### src/hw/rtl/psc_pkg.sv
// ----------------------------------------------------------------------------
// psc_pkg: shared types for the polygon separating-axis collision block
// Vertex word layout, normal and projection widths, span record.
// ----------------------------------------------------------------------------
package psc_pkg;

    localparam int CoordW = 16;
    localparam int NormW  = CoordW + 1;        // edge difference
    localparam int ProdW  = CoordW + NormW;    // one coordinate product
    localparam int DotW   = ProdW + 1;         // sum of two products

    typedef struct packed {
        logic signed [CoordW-1:0] y;
        logic signed [CoordW-1:0] x;
    } vertex_t;

    typedef struct packed {
        logic signed [DotW-1:0] lo1;
        logic signed [DotW-1:0] hi1;
        logic signed [DotW-1:0] lo2;
        logic signed [DotW-1:0] hi2;
    } span_t;

endpackage

### src/hw/rtl/psc_proj.sv
// ----------------------------------------------------------------------------
// psc_proj: projection and span unit
// Registered products, then dot sum and running min/max for both polygons.
// ----------------------------------------------------------------------------
module psc_proj (
    input  logic                          clk,
    input  logic                          rst_n,
    input  logic                          clear,
    input  psc_pkg::vertex_t              v1,
    input  logic                          v1_ok,
    input  psc_pkg::vertex_t              v2,
    input  logic                          v2_ok,
    input  logic signed [psc_pkg::NormW-1:0] nx,
    input  logic signed [psc_pkg::NormW-1:0] ny,
    output psc_pkg::span_t                span
);
    import psc_pkg::*;

    logic signed [ProdW-1:0] p1x_reg, p1y_reg, p2x_reg, p2y_reg;
    logic                    ok1_reg, ok2_reg;
    logic                    have1_reg, have2_reg;
    span_t                   span_reg, span_next;
    logic signed [DotW-1:0]  d1, d2;

    // stage 1: products
    always_ff @(posedge clk)
    begin
        p1x_reg <= v1.x * nx;
        p1y_reg <= v1.y * ny;
        p2x_reg <= v2.x * nx;
        p2y_reg <= v2.y * ny;
    end

    always_ff @(posedge clk or negedge rst_n)
    begin
        if (!rst_n)
        begin
            ok1_reg <= 1'b0;
            ok2_reg <= 1'b0;
        end
        else
        begin
            ok1_reg <= v1_ok && !clear;
            ok2_reg <= v2_ok && !clear;
        end
    end

    // stage 2: dot sum and min/max update
    assign d1 = DotW'(p1x_reg) + DotW'(p1y_reg);
    assign d2 = DotW'(p2x_reg) + DotW'(p2y_reg);

    always_comb
    begin
        span_next = span_reg;
        if (ok1_reg)
        begin
            if (!have1_reg || d1 < span_reg.lo1) span_next.lo1 = d1;
            if (!have1_reg || d1 > span_reg.hi1) span_next.hi1 = d1;
        end
        if (ok2_reg)
        begin
            if (!have2_reg || d2 < span_reg.lo2) span_next.lo2 = d2;
            if (!have2_reg || d2 > span_reg.hi2) span_next.hi2 = d2;
        end
    end

    always_ff @(posedge clk)
    begin
        span_reg <= span_next;
    end

    always_ff @(posedge clk or negedge rst_n)
    begin
        if (!rst_n)
        begin
            have1_reg <= 1'b0;
            have2_reg <= 1'b0;
        end
        else if (clear)
        begin
            have1_reg <= 1'b0;
            have2_reg <= 1'b0;
        end
        else
        begin
            have1_reg <= have1_reg || ok1_reg;
            have2_reg <= have2_reg || ok2_reg;
        end
    end

    assign span = span_reg;

endmodule

### config.mk
export PLATFORM = sky130hd
export DESIGN_NAME = psc_proj
export DESIGN_NICKNAME = d
export VERILOG_FILES = /design/src/hw/rtl/psc_pkg.sv /design/src/hw/rtl/psc_proj.sv
export SDC_FILE = /design/constraint.sdc
export NUM_CORES = 2
export LEC_CHECK = 0
export BUFFER_PORTS_ARGS = -buffer_cell sky130_fd_sc_hd__buf_2
export CORE_AREA = 4 4 354 356
export CTS_BUF_LIST = sky130_fd_sc_hd__clkbuf_4
export DETAILED_ROUTE_END_ITERATION = 10
export DIE_AREA = 0 0 358 360
export SLEW_MARGIN = 10
export SYNTH_ARGS = -nofsm -noshare
export SYNTH_HDL_FRONTEND = slang
export SYNTH_SLANG_ARGS = --single-unit
### constraint.sdc
create_clock -name clk -period 18.3 [get_ports clk]
set_input_delay 1.83 -clock clk [delete_from_list [all_inputs] [get_ports clk]]
set_output_delay 1.83 -clock clk [all_outputs]
set_load 0.1 [all_outputs]
Word level (Yosys, flattened, before mapping)
Index checks and enable logic that the tools add are counted. W data, S select, Z words.

Add/sub/neg operators: 2. $mul: 4. Magnitude comparators: 4. Multiplexer cells: 2. Reductions and logical operators: 15.

Operators by type and width (number): $mul A16 B17 Y33 (4); $add A33 B33 Y34 (2); $gt A34 B34 Y1 (2); $lt A34 B34 Y1 (2); $reduce_and A2 Y1 (4); $logic_or A1 B1 Y1 (6); $logic_not A1 Y1 (3); $logic_and A1 B1 Y1 (2); $mux W1 (2).

Register bits: 272. Bits of input ports: 103. Output and inout bits: 136.

Depth between registers and ports, before layout
Word-level depth: 4. Mapped depth: 25. Depth with buffers taken out: 22.

Worst setup path before layout
OpenSTA, ideal clock, no wires.

Path kind: input to register. Start point: in v2[23] in the netlist's numbering. End point: reg p2y_reg[31]. Library setup time: 72 ps. Arrival time: 7603 ps. Required time: 18228 ps. Setup slack: 10625 ps. Stages: 24. Buffers on the path: 2. Cells stage by stage: clkbuf_1 -> clkbuf_1 -> nand2_1 -> fa_1 -> inv_1 -> fa_1 -> inv_1 -> fa_1 -> inv_1 -> fa_1 -> fa_1 -> inv_1 -> fa_1 -> inv_1 -> ha_1 -> a21o_1 -> a21o_1 -> a211oi_1 -> o22ai_1 -> a211oi_2 -> o2111ai_1 -> a31o_1 -> a21oi_1 -> xnor2_1.

Cells in the longest elaborated chain, start to end: 1.

RTL lines: start, declared (RTL line psc_proj.sv:11) `input psc_pkg::vertex_t v2,`; $mul A16 B17 Y33 (RTL line psc_proj.sv:31) `p2y_reg <= v2.y * ny;`; end signal, assigned (RTL line psc_proj.sv:31); end, declared (RTL line psc_proj.sv:19) `logic signed [ProdW-1:0] p1x_reg, p1y_reg, p2x_reg, p2y_reg;`.

No other way between the ends. A chain may end at the register's enable or synchronous reset.

Worst setup path after layout
Start point: in ny[16] in the netlist's numbering. End point: reg p1y_reg[31].

Cells in the longest elaborated chain, start to end: 1.

RTL lines: start, declared (RTL line psc_proj.sv:14) `input logic signed [psc_pkg::NormW-1:0] ny,`; $mul A16 B17 Y33 (RTL line psc_proj.sv:29) `p1y_reg <= v1.y * ny;`; end signal, assigned (RTL line psc_proj.sv:29); end, declared (RTL line psc_proj.sv:19).

No other way between the ends.

==> results.cfg <==
[run_status]
status = completed

[finish]
area_growth_pct = 6.801
final_cells = 7597
fillerInstances = 11696
fin_util_pct = 48.03
largest_register_ffs = 136
drive_above_1_share_pct = 6.914
nNetsFinal = 7635

[synth]
synth_cell_types = 82
ys_async_sr_fraction_pct = 1.471
synth.most_common_cell = inv_1
synth_flop_cell = edfxtp_1
yosys_warnings = 0
synth_area_mm2 = 0.05473
synth_commonest_cells = inv_1 (1,362), fa_1 (1,106), nand2_1 (583)
synth.avg_cell_area_um2 = 9.525
ys_seq_area_share_pct = 12.47
yosysTopAreaCell = fa_1
ys_seq_elements = 272
synth_nets = 7491
syn_inst = 5746
synth_edf_count = 136
netlist_top_cells_area = fa_1 (40%), ha_1 (12%), inv_1 (9.3%), edfxtp_1 (7.5%), and2_1 (6.0%)
synth_top_area_share_pct = 40.45

[grt]
track_usage_pct = 21.62
grt_pass1_vias = 41489
grt_pass1_wl_mm = 221.0
grt_overflow = 0
antenna_found_initial = 17
grt_max_degree = 35

[floorplan]
initial_utilization_pct = 44.97
rows = 128
ios = 239
die_area_mm2 = 0.1289
coreArea_mm2 = 0.1217
die_h_um = 360
die_w_um = 358

[drt]
antenna_left = 0
viasPerCell = 5.089
detail_route.wl_per_cell_um = 17.60
first_pass_iters = 7
num_vias = 38660
drc = 0
wirelength_mm = 133.7
initialDrtViolationCount = 2256

[clock_network]
clk_pin_slew_ns = 0.06
clock-sinks = 272
postCtsHoldBufs = 0
cts_resized = 0
clock_path_buffers = 3
root_buffer = clkbuf_4
cts_tree = built
clk_latency_ns = 0.85
htreeDepth = 3
post_cts_buffers = 0
cts_buffers = 83

[timing]
worst_pin_slew_ns = 1.198
slew_headroom_pct = 19.55
period_share_pct = 41.74
rsz0062_at_grt = no
period_minus_slack_ns = 7.639
setup_viol = 0
finalHoldViolCount = 0
final_max_slew_viol_count = 0
clock.fmax_ghz = 0.1309
final.setup.tns_ns = 0
finClkSkew_ns = 0.07829

[critical_path]
r2r_end = span[93]
crit_arrival_ns = 8.34
slowest_delay_ns = 0.93
reg2reg_slack_ns = 11.72
crit_family = adder cells
startpoint_type = input port
crit_buf_inv = 4
crit_start = ny[16]
cp_slowest_cell = fa_1
timing.critical_path.mode_cell = fa_1
path_cells = buf_2 -> nand2_1 -> inv_1 -> fa_1 -> fa_1 -> fa_1 -> fa_1 -> fa_1 -> inv_1 -> fa_1 -> inv_1 -> ha_1 -> nand2_1 -> nor2_1 -> nand2_1 -> a21oi_1 -> o311ai_1 -> a21boi_1 -> o21a_1 -> mux2i_1 -> nand2_1
cp-end-kind = flip-flop
crit_fanout = 32
r2r_cells = 19
required_ns = 19.00
critPathKind = in -> reg
timing.rr.start = p1x_reg[0]

[run]
max-cap-violations = 0

[hold_path]
holdPathEnd = have2_reg
worstHoldStart = ok2_reg
whs_path_depth = 2
hold_class = reg -> reg

[place]
portBuffers = 238
dpl.hpwl_mm = 109.7
place_inst = 7430
routabilityCongestion = 0.8496
-- per-layer routing --
layer	share of wire, %	up-vias	GRT usage (%)	wire length (µm)
met5	0.036	-	0	48
met4	2.9	8	6.025	3828
met3	5.5	169	3.423	7360
met2	47	911	35.45	63150
met1	44	19723	29.83	59350
li1	-	17849	-	-
-- through the flow --
| stage | instance area [µm²] | hold slack, ns | worst slack, ns |
|---|---|---|---|
| final | 58450 | 0.5985 | 10.66 |
| after global placement | 57340 | 0.5999 | 9.961 |
| after floorplan | 54730 | 0.4673 | 10.62 |
| after detailed placement | 57340 | 0.6297 | 9.872 |
| after CTS | 58420 | 0.5996 | 10.79 |
| after global routing | 58450 | 0.6525 | 10.28 |
-- cell type report --
class / instances / area [µm²] / share of cell area, %
clock buffers: 118 / 885.9 / 1.515
well taps: 1625 / 2033 / 3.478
repair buffers: 242 / 1221 / 2.089
multi-input cells: 3929 / 42160 / 72.12
inverters: 1362 / 5112 / 8.746
clock inverters: 36 / 187.7 / 0.3211
flip-flops and latches: 272 / 6827 / 11.68
diodes: 13 / 32.53 / 0.05565
-- tightest hold or removal path: stages, from the launching register on --
cell,delay [ns]
dfrtp_1,0.42
nor2_1,0.06
nor2_1,0.08
-- cell families (layout without fill, tap and decap cells) --
kind of cell,after synthesis,count (layout),synth area share [%]
adders and majority gates,1642,1642,52.71
other,0,13,0
muxes,3,3,0.05487
and+or+nand+nor,1472,1472,13.45
buffers and inverters,1545,1758,10.60
DFF,272,272,12.47
AOI/OAI and AO/OA,618,618,7.619
xor gates and xnor gates,194,194,3.104
-- cell usage in the layout (no fill, tap or decap), types with 23 or more instances in the layout --
| master | n |
|---|---|
| xor2_1 | 42 |
| inv_1 | 1362 |
| and2_1 | 525 |
| nand2b_1 | 42 |
| buf_2 | 238 |
| fa_1 | 1106 |
| o21a_1 | 28 |
| clkinv_1 | 27 |
| o21bai_1 | 28 |
| a21oi_1 | 170 |
| xnor2_1 | 152 |
| nand2_1 | 583 |
| o21ai_1 | 23 |
| edfxtp_1 | 136 |
| a21o_1 | 142 |
| nand4_1 | 38 |
| dfxtp_1 | 132 |
| nor2_1 | 148 |
| o21ai_0 | 80 |
| clkbuf_4 | 118 |
| nor3_1 | 30 |
| ha_1 | 536 |
| nor2b_1 | 32 |
-- worst max-delay path by stage --
| stage | slack, ns | cells after the start | end |
|---|---|---|---|
| final | 10.66 | 21 | p1y_reg[31] |
| after global routing | 10.28 | 21 | p1y_reg[31] |
| after CTS | 10.79 | 20 | p1x_reg[32] |
| after detailed placement | 9.87 | 20 | p1x_reg[32] |
| after global placement | 9.96 | 22 | p1x_reg[32] |
| after floorplan | 10.62 | 24 | p2y_reg[31] |
Power is left out: the tool's default activity adds up to more than one toggle a clock period on the data nets, which glitch-free logic cannot reach.
