--- config.mk ---
export PLATFORM = sky130hd
export DESIGN_NAME = psc_ring
export DESIGN_NICKNAME = d
export VERILOG_FILES = /design/src/hw/rtl/psc_pkg.sv /design/src/hw/rtl/psc_cell.sv /design/src/hw/rtl/psc_ring.sv
export SDC_FILE = /design/constraint.sdc
export NUM_CORES = 1
export LEC_CHECK = 0
export ABC_AREA = 1
export ABC_CLOCK_PERIOD_IN_PS = 2260
export BUFFER_PORTS_ARGS = -buffer_cell sky130_fd_sc_hd__buf_2
export CAP_MARGIN = 25
export CELL_PAD_IN_SITES_DETAIL_PLACEMENT = 1
export CELL_PAD_IN_SITES_GLOBAL_PLACEMENT = 2
export CORE_ASPECT_RATIO = 0.9
export CORE_MARGIN = 5
export CORE_UTILIZATION = 30
export DETAILED_ROUTE_END_ITERATION = 8
export HOLD_SLACK_MARGIN = 0.02
export PLACE_DENSITY = 0.64
export SETUP_SLACK_MARGIN = 0.02
export SLEW_MARGIN = 10
export SYNTH_ARGS = -nofsm -noshare
export SYNTH_HDL_FRONTEND = slang
export SYNTH_SLANG_ARGS = --single-unit
--- constraint.sdc ---
create_clock -name clk -period 2.26 [get_ports clk]
set_clock_uncertainty 0.1 [all_clocks]
set_input_delay 0 -clock clk [delete_from_list [all_inputs] [get_ports clk]]
set_output_delay 0 -clock clk [all_outputs]
set_load 0.02 [all_outputs]
--- src/hw/rtl/psc_pkg.sv ---
// ----------------------------------------------------------------------------
// psc_pkg: shared types for the polygon separating-axis collision block
// Vertex word layout, normal and projection widths, span record.
// ----------------------------------------------------------------------------
package psc_pkg;

    localparam int CoordW = 16;
    localparam int NormW  = CoordW + 1;        // edge difference
    localparam int ProdW  = CoordW + NormW;    // one coordinate product
    localparam int DotW   = ProdW + 1;         // sum of two products

    typedef struct packed {
        logic signed [CoordW-1:0] y;
        logic signed [CoordW-1:0] x;
    } vertex_t;

    typedef struct packed {
        logic signed [DotW-1:0] lo1;
        logic signed [DotW-1:0] hi1;
        logic signed [DotW-1:0] lo2;
        logic signed [DotW-1:0] hi2;
    } span_t;

endpackage

--- src/hw/rtl/psc_cell.sv ---
// ----------------------------------------------------------------------------
// psc_cell: one vertex cell of a rotating vertex ring
// Holds one vertex; loads from the input word or takes its neighbor's vertex.
// ----------------------------------------------------------------------------
module psc_cell (
    input  logic            clk,
    input  logic            load_en,
    input  psc_pkg::vertex_t load_vtx,
    input  logic            shift_en,
    input  psc_pkg::vertex_t shift_in,
    output psc_pkg::vertex_t vtx
);
    import psc_pkg::*;

    vertex_t vtx_reg;

    // load has priority; shifting never overlaps a load
    always_ff @(posedge clk)
    begin
        if (load_en)
        begin
            vtx_reg <= load_vtx;
        end
        else if (shift_en)
        begin
            vtx_reg <= shift_in;
        end
    end

    assign vtx = vtx_reg;

endmodule

--- src/hw/rtl/psc_ring.sv ---
// ----------------------------------------------------------------------------
// psc_ring: chain of vertex cells that rotates over the stored vertices
// Cell i takes cell i+1; the last stored cell wraps to cell 0.
// ----------------------------------------------------------------------------
module psc_ring #(
    parameter int N = 16
) (
    input  logic                      clk,
    input  logic                      wr_en,
    input  logic [$clog2(N)-1:0]      wr_idx,
    input  psc_pkg::vertex_t          wr_vtx,
    input  logic                      shift_en,
    input  logic [$clog2(N+1)-1:0]    count,
    output psc_pkg::vertex_t          head,
    output psc_pkg::vertex_t          second
);
    import psc_pkg::*;

    localparam int CW = $clog2(N+1);
    localparam int IW = $clog2(N);

    vertex_t cells [N];

    genvar i;
    generate
        for (i = 0; i < N; i++)
        begin : g_cell
            vertex_t nb;
            // wrap at the last occupied cell
            assign nb = ((CW'(i) + CW'(1)) == count) ? cells[0] : cells[(i+1) % N];
            psc_cell u_cell (
                .clk      (clk),
                .load_en  (wr_en && (wr_idx == IW'(i))),
                .load_vtx (wr_vtx),
                .shift_en (shift_en),
                .shift_in (nb),
                .vtx      (cells[i])
            );
        end
    endgenerate

    assign head   = cells[0];
    // single vertex: the edge closes on itself
    assign second = (count < CW'(2)) ? cells[0] : cells[1];

endmodule

---- Word level (Yosys, flattened, before mapping) ----
Index checks and enable logic that the tools add are counted.
storage, ports and cells
  bits in writable memories ............... 0
  memories ................................ 0
  register bits after elaboration ......... 512
  logic and storage cells ................. 146
  input bits .............................. 44
  latch bits .............................. 0
  ROM bits ................................ 0
  output and inout bits ................... 64
cells by class
  divide/modulo/power cells ............... 0
  bitwise operators ....................... 0
  $lt $le $gt $ge ......................... 1
  add/sub/neg operators ................... 0
  multipliers ............................. 0
  equal/unequal tests ..................... 31
  multiplexer cells ....................... 48
  reductions and logical operators ........ 34
  shift-type cells ........................ 0
operator list
  kind                  count
  $mux W32              48
  $eq A4 B5 Y1 const A  8
  $eq A4 B4 Y1 const B  8
  $reduce_bool A2 Y1    16
  $eq A3 B5 Y1 const A  4
  $eq A4 B3 Y1 const B  4
  $logic_and A1 B1 Y1   16
  $eq A2 B5 Y1 const A  2
  $eq A4 B2 Y1 const B  2
  $eq A1 B5 Y1 const A  1
  $lt A5 B2 Y1 const B  1
  $eq A4 B1 Y1 const B  1
  $logic_not A4 Y1      1
  $ne A2 B1 Y1 const B  1
  $reduce_and A2 Y1     1

---- Depth between registers and ports, before layout ----
  depth after elaboration ................. 4
  gate-level depth with buffers ........... 8
  depth with buffers taken out ............ 7

---- Hierarchy ----
From an unflattened synthesis, not the netlist that was laid out.
unflattened totals
  cells, all modules ...................... 4019
  area total of the unflattened synthesis .. 30016.3 um^2
by module, submodules not included
  module    area an instance (um^2)  cells each  instances  sequential area each (um^2)
  psc_cell  1401.3                   137         16         960.9
  psc_ring  7594.8                   1827        1          0.0

---- Worst setup path after synthesis ----
No wires, ideal clock.
  path type ............................... input -> register
  start point ............................. in wr_en
  end point ............................... reg g_cell[6].u_cell.vtx_reg (netlist bit g_cell[6].u_cell.vtx[0]) (enable)
  setup slack ............................. 0.210 ns
  arrival time ............................ 1.560 ns
  cell stages on the path ................. 6
  buffers on the path ..................... 2
  required time ........................... 1.771 ns
  library setup time ...................... 0.389 ns
  cells stage by stage .................... buf_2 nand3_1 nor2_1 inv_1 clkbuf_1 nand2_1
between the ends
  longest elaborated chain between the ends .. 2
ends and longest elaborated chain
  what                          line            text
  start: declaration            psc_ring.sv:9   input logic wr_en,
  $logic_and A1 B1 Y1           psc_ring.sv:33  .load_en (wr_en && (wr_idx == IW'(i))),
  $reduce_bool A2 Y1 (no line)  n/a
  end signal: assignment        psc_cell.sv:22  vtx_reg <= load_vtx;
  end signal: assignment        psc_cell.sv:26  vtx_reg <= shift_in;
  end: declaration              psc_cell.sv:15  vertex_t vtx_reg;
No other way between the ends.
A chain may end at the register's enable or synchronous reset.

---- Worst setup path after layout ----
  start point ............................. in count[1]
  end point ............................... reg g_cell[3].u_cell.vtx_reg (netlist bit g_cell[3].u_cell.vtx[2]) (data pin)
between the ends
  longest elaborated chain between the ends .. 4
ends and longest elaborated chain
  what                    line            text
  start: declaration      psc_ring.sv:13  input logic [$clog2(N+1)-1:0] count,
  $eq A3 B5 Y1            psc_ring.sv:30  assign nb = ((CW'(i) + CW'(1)) == count) ? cells[0] : cells[(i+1) % N];
  $mux W32                psc_ring.sv:30
  $mux W32                psc_cell.sv:24  else if (shift_en)
  $mux W32                psc_cell.sv:20  if (load_en)
  end signal: assignment  psc_cell.sv:22
  end signal: assignment  psc_cell.sv:26
  end: declaration        psc_cell.sv:15
No other way between the ends. The select of a mux whose other input is x is not followed.

==> reports/metrics.yaml <==
status:
  status: "finished, final reports clean"
die:
  placement_rows: 109
  fp.coreArea_mm2: 0.0982
  die_w_um: 342
  die-height_um: 308
  die_area_mm2: 0.105
  io_pins: 108
  initial_core_util_pct: 30.2
critical_path:
  crit_top_cell: "dlygate4sd3_1"
  cp_slowest_stage_delay_ps: 1010
  crit_type: "in -> reg"
  critPathArrivalTime_ps: 2470
  r2r_cells: 5
  crit_chain: "dlygate4sd3_1 -> buf_2 -> nor2_4 -> buf_12 -> dlygate4sd3_1 -> nand4_1 -> nand3_1 -> nand2_1"
  crit_path_max_fanout: 16
  cp.required_ps: 2550
  cp-end-kind: "flip-flop"
  reg2reg_to: "g_cell[4].u_cell.vtx[15]"
  startpoint_type: "input port"
  ff2ff_setup_slack_ps: 170
  slowest_stage: "dlygate4sd3_1"
  reg2reg_from: "g_cell[0].u_cell.vtx[15]"
  worstSetupStartpoint: "count[1]"
clocking:
  htreeDepth: 2
  clock_latency_ps: 650
  numCtsBuffers: 60
  cts_tree: "yes"
  clk_pin_slew_ps: 60
  clk_path_buf_depth: 3
  clock-sinks: 512
  root_buffer: "clkbuf_16"
grt:
  grt-ovfl-total: 0
  antenna_found_initial: 1
  grt_max_degree: 71
  grt_util_all_layers_pct: 21.4
  grt_pass1_wl_mm: 174
  first_global_vias: 27300
sta:
  slew_violations: 0
  hold_viol_final: 0
  worst_slew_pin_slew_ps: 702
  fin_tns_setup_ps: 0
  max-slew-margin-rel_pct: 53.0
  max_freq_mhz: 459
  grt_setup_unrepaired: "false"
  fin_crit_ps: 2180
  final.period_utilization_pct: 96.4
  hold_slack_ps: 234
  setup_violations: 0
finish:
  drive_above_1_share_pct: 8.70
  stdcell_count: 5240
  layout.area.seq_mm2: 0.0154
  area_growth_pct: 14.7
  num_antenna_cells: 0
  multiInputGateArea_mm2: 0.0109
  fillers: 11800
  largest_reg_flops: 512
  finish.net_count: 3961
place:
  hpwl_mm: 75.5
  port_buffers: 107
  gp_congestion: 0.753
  placed_cells: 5084
power_and_ir_drop:
  p_comb_share_pct: 13.9
  power.share.clock_pct: 39.0
  switching_share_pct: 28.1
  peakVddDrop_uv: 500
  p_switching_mw: 6.99
  power_density_mw_per_mm2: 730
  p_int_mw: 17.9
  cellLeakagePower_nw: 16.3
  p_seq_share_pct: 47.1
drt:
  vias: 26338
  viasPerCell: 5.03
  wl_mm: 114
  drt_iter0_drc: 1622
  drtPass1Iterations: 4
  drc: 0
  routedWlPerCell_um: 21.7
  drtAntennaViolNets: 0
synth:
  synthesis.instances: 3911
  ys_types: 13
  synth_nets: 3955
  synth_seq_cells: 512
  syn_area_mm2: 0.0297
  synth.avg_cell_area_um2: 7.59
  yosysSeqAreaShare_pct: 51.8
  yosys_warnings: 0
hold_path:
  whs_path_depth: 4
  min_from: "shift_en"
  holdPathEnd: "g_cell[0].u_cell.vtx[2]"
  hp-class: "in -> reg"
job:
  maxCapViolCount: 0
-- how the worst max path moves through the flow --
stage | to | slack [ps] | cells past startpoint
floorplan | g_cell[6].u_cell.vtx[0] | 210 | 6
global placement | g_cell[0].u_cell.vtx[28] | 200 | 5
detailed placement | g_cell[0].u_cell.vtx[28] | 150 | 5
CTS | second[15] | 110 | 3
global route | g_cell[4].u_cell.vtx[15] | 30 | 5
finish | g_cell[3].u_cell.vtx[2] | 80 | 8
-- per-stage QoR --
| stage | cell area, um^2 | total power [mW] | worst slack, ps | util [%] |
|---|---|---|---|---|
| 2_1_floorplan | 29700 | 13.9 | 210 | - |
| 3_3_place_gp | 31700 | 15.3 | 200 | 32.3 |
| 3_5_place_dp | 31700 | 15.4 | 151 | 32.3 |
| 4_1_cts | 34000 | 25.2 | 113 | 34.7 |
| 5_1_grt | 34000 | 26.0 | 29.0 | 34.7 |
| 6_report | 34000 | 24.8 | 81.5 | 34.7 |
-- placed cells by master, fill, tap and decap left out --
cell type and count:
nor2_4 5, buf_4 122, nand2_1 1567, nor2_2 7, clkinv_2 12, nand4_1 193
dlygate4sd3_1 47, clkbuf_16 61, inv_2 2, nand3_1 625, buf_12 20, clkinv_1 22
edfxtp_1 512, nand2_2 3, inv_1 539, o21ai_0 97, clkbuf_1 10, buf_2 106
nand3_2 2, nor2_1 7, bufinv_16 5
-- cells in the mapped netlist (all sizes together) --
cell	instances	area (um^2)
edfxtp	512	15400
buf	77	449
o21ai	97	485
nand2	1570	5890
clkbuf	274	1030
inv	542	2030
nand3	627	3140
nand4	193	1210
nor2	19	78.8
-- power by group through the flow --
stage | Combinational [mW] | Sequential, mW | Clock, mW
6_report | 3.46 | 11.7 | 9.69
5_1_grt | 3.89 | 11.8 | 10.4
4_1_cts | 3.55 | 11.7 | 9.98
3_5_place_dp | 3.47 | 11.9 | 0
3_3_place_gp | 3.45 | 11.9 | 0
2_1_floorplan | 2.11 | 11.8 | 0
-- critical path: cells and delay by family --
family	cells	cell delay [ps]
simple gates	4	590
buf+inv	4	1860
-- layer usage --
layer | GRT usage [%] | vias to the layer above | share of wire [%]
met3 | 1.94 | 130 | 2.4
met1 | 27.8 | 13296 | 45
li1 | - | 12572 | -
met4 | 4.75 | 0 | 2.1
met5 | 0 | - | 0
met2 | 38.8 | 340 | 50
-- what timing repair did --
action,4_1_cts,5_1_grt
buffers inserted,0,0
endpoints found under the setup margin,0,1
hold buffers,47,0
endpoints found under the hold margin,512,0
resized for setup,0,1
-- layout make-up --
type                    count  area share [%]
flip-flops and latches    512            45.2
repair buffers            295            6.81
multi-input cells        2506            31.9
well taps                1276            4.69
inverters                 542            5.98
clock buffers              71            4.59
clock inverters            38           0.845
-- logic make-up after synthesis --
kind of cell	after synthesis	share of synthesized area, %
flip-flops	512	51.8
AO/OA/AOI/OAI	97	1.64
buffers and inverters	893	11.8
AND/OR/NAND/NOR	2409	34.8
Note: power is estimated with default switching activity, not from simulation.
